`config.mk`:
```
export PLATFORM = sky130hd
export DESIGN_NAME = qvna_ram
export DESIGN_NICKNAME = d
export VERILOG_FILES = /design/src/rtl/qvna_ram.sv
export SDC_FILE = /design/constraint.sdc
export NUM_CORES = 1
export LEC_CHECK = 0
export ABC_AREA = 1
export BUFFER_PORTS_ARGS = -buffer_cell sky130_fd_sc_hd__buf_2
export CAP_MARGIN = 20
export CORE_UTILIZATION = 30
export CTS_BUF_LIST = sky130_fd_sc_hd__clkbuf_4 sky130_fd_sc_hd__clkbuf_8
export DETAILED_ROUTE_END_ITERATION = 10
export PLACE_DENSITY_LB_ADDON = 0.1
export SLEW_MARGIN = 20
export SYNTH_ARGS = -nofsm -noshare
export SYNTH_HDL_FRONTEND = slang
export SYNTH_SLANG_ARGS = --single-unit
```
`constraint.sdc`:
```
create_clock -name clk -period 1.37 [get_ports clk]
set_input_delay 0.0685 -clock clk [delete_from_list [all_inputs] [get_ports clk]]
set_output_delay 0.0685 -clock clk [all_outputs]
set_load 0.01 [all_outputs]
```
`src/rtl/qvna_ram.sv`:
```
// generic single write port ram with registered read
`default_nettype none
module qvna_ram #(
    parameter int WIDTH = 8,
    parameter int DEPTH = 16
) (
    input  wire logic                     clk,
    input  wire logic                     we,
    input  wire logic [$clog2(DEPTH)-1:0] waddr,
    input  wire logic [WIDTH-1:0]         wdata,
    input  wire logic [$clog2(DEPTH)-1:0] raddr,
    output logic      [WIDTH-1:0]         rdata
);
    logic [WIDTH-1:0] mem [DEPTH];

    always_ff @(posedge clk)
    begin
        if (we)
        begin
            mem[waddr] <= wdata;
        end
        rdata <= mem[raddr];
    end
endmodule
`default_nettype wire

```
==> qor.txt <==
Yosys cell types -> 12
drt wl/cell -> 17.9 µm
Area growth syn-to-layout -> 15.9%
Pwr Density -> 1320 nW/µm²
met1 Track Usage GR -> 0.221
WP buf/inv -> 1
crit-path max FO -> 1
Net Count, Synth -> 569
share of cells above drive strength 1 -> 0.136
FF-to-FF Start -> mem[7][0]
CP peak stage delay -> 0.40 ns
Peak VDD IR -> 0.542 mV
GRT busiest layer -> met2
via count -> 3785
Initial Utilization -> 0.307
fmax -> 0.927 GHz
Min-Delay Startpoint -> wdata[5]
DIE AREA -> 19800 µm²
Syn Inst Count -> 551
WP data arrival -> 1.01 ns
Setup WS pre-CTS -> 0.156 ns
Post-CTS Resized -> 0
Slew @ Worst Pin -> 0.418 ns
final setup fails -> 0
GR Util All Layers -> 0.164
Chip Height -> 141 µm
Clock Pin Slew Worst Setup and Hold Paths -> 0.08 ns
worst r2r path cells -> 6
R2R setup slack -> 0.33 ns
end of the worst register-to-register path -> rdata[0]
met2 Use GR -> 0.253
Die Wd -> 141 µm
core area -> 18800 µm²
critical path class -> flop to output port
minimum clock period -> 1.08 ns
Critical Path Start Type -> flop
Fin. Hold Viols -> 0
TritonRoute pass-1 iters -> 5
Ports -> 26
outcome -> complete, no violations
DR DRC count -> 0
CP Capture Type -> output port
Syn Area/Cell -> 10.5 µm²
fin nets -> 615
max-slew violation count -> 0
relative max-transition margin -> 0.722
maxcap violations -> 0
worst min-delay path category -> input port to flop
critical path cell sequence -> buf_2
Crit path max-delay family -> flip-flops
RD Place Congestion -> 0.792
iteration-0 DRC count of the detailed router -> 298
Hold Path Stages -> 1
row count -> 50
sequential area share after synthesis -> 0.694
PortBufs -> 25
TritonCTS Buffers -> 17
leakage -> 2.87 nW
CTS sink cnt -> 136
vias in the first global route -> 3717
pin count of the biggest net entering global routing -> 65
slowest cell on the critical path -> dfxtp_1
CTS Hold Buffers Added -> 0
remaining global-route overflow -> 0
Vias/cell -> 4.48
clk_skew -> 0.0130 ns
H-tree depth -> 4
global-route met3 utilization -> 0.0380
RSZ-0062 raised after global routing -> false
Final WS setup -> 0.291 ns
clock tree buffer depth -> 2
Setup TNS Final -> 0 ns
initial antenna violation count -> 0
Synth warnings -> 0
FF+latch count, synth -> 136
final wirelength -> 15100 µm
ANT cells -> 0
CTS tree -> yes
Worst Path Required -> 1.30 ns
Hold Path Sink -> mem[10][5]
Fin Hold WS -> 0.0359 ns
clk_lat worst skew -> 0.45 ns
Post-CTS Setup Bufs -> 0
global-route wire length before repair -> 22900 µm
synthesized area -> 5770 µm²
CTS root buf -> clkbuf_8
fin crit share -> 0.788
detailed placer's ending HPWL -> 9540 µm
Final ANT Viol Nets -> 0
==> cell usage after synthesis (all sizes together) <==
master,n,share of area
dfxtp,8,0.028
nand2,173,0.11
nand3,97,0.084
nand3b,2,0.0026
edfxtp,128,0.67
nor2,17,0.011
inv,102,0.066
buf,24,0.029
==> metal layers <==
metal,vias to the layer above,wire length (µm)
li1,1862,-
met1,1825,7340
met2,79,6890
met3,19,522
met4,0,333
met5,-,0
==> cell type report <==
cell class | instances | area [µm²]
inverters | 102 | 383
clock buffers | 17 | 234
fillers | 1925 | 12100
flip-flops and latches | 136 | 4000
repair buffers | 51 | 370
clock inverters | 15 | 184
multi-input cells | 289 | 1210
well taps | 234 | 293
==> sequential cells by signal, indices dropped and copies added (netlist names) <==
register,cells
mem,128
rdata,8
==> worst max path at each step <==
| stage | startpoint | to | slack (ns) | depth (start not counted) |
|---|---|---|---|---|
| floorplan | waddr[2] | mem[10][0] | 0.35 | 2 |
| global placement | raddr[0] | rdata[0] | 0.17 | 7 |
| detailed placement | waddr[1] | mem[1][5] | 0.16 | 5 |
| CTS | rdata[3] | rdata[3] | 0.23 | 1 |
| global route | mem[7][0] | rdata[0] | 0.22 | 6 |
| finish | rdata[3] | rdata[3] | 0.29 | 1 |
==> placed cells by master (no fill, tap or decap), drive strengths merged <==
master / instances
dfxtp: 8
buf: 51
nand2: 173
nor2: 17
nand3b: 2
nand3: 97
edfxtp: 128
clkbuf: 17
clkinvlp: 3
clkinv: 8
inv: 102
bufinv: 4
==> power by group <==
group	internal [mW]	switching (mW)	total [mW]
clock network	1.95	1.56	3.52
registers	4.64	0.0339	4.68
logic	0.186	0.435	0.621
==> metrics by stage <==
stage	power (mW)	utilization	cells	area, µm²
floorplan	5.10	-	551	5770
global placement	5.41	0.334	812	6260
detailed placement	5.41	0.334	812	6260
CTS	8.93	0.356	844	6680
global route	9.15	0.356	844	6680
finish	8.82	0.356	844	6680
==> logic make-up after synthesis <==
logic type | share of synthesized area
buffers and inverters | 0.0952
flip-flops | 0.694
AND/OR/NAND/NOR | 0.210
Power figures use the tool's default switching activity.
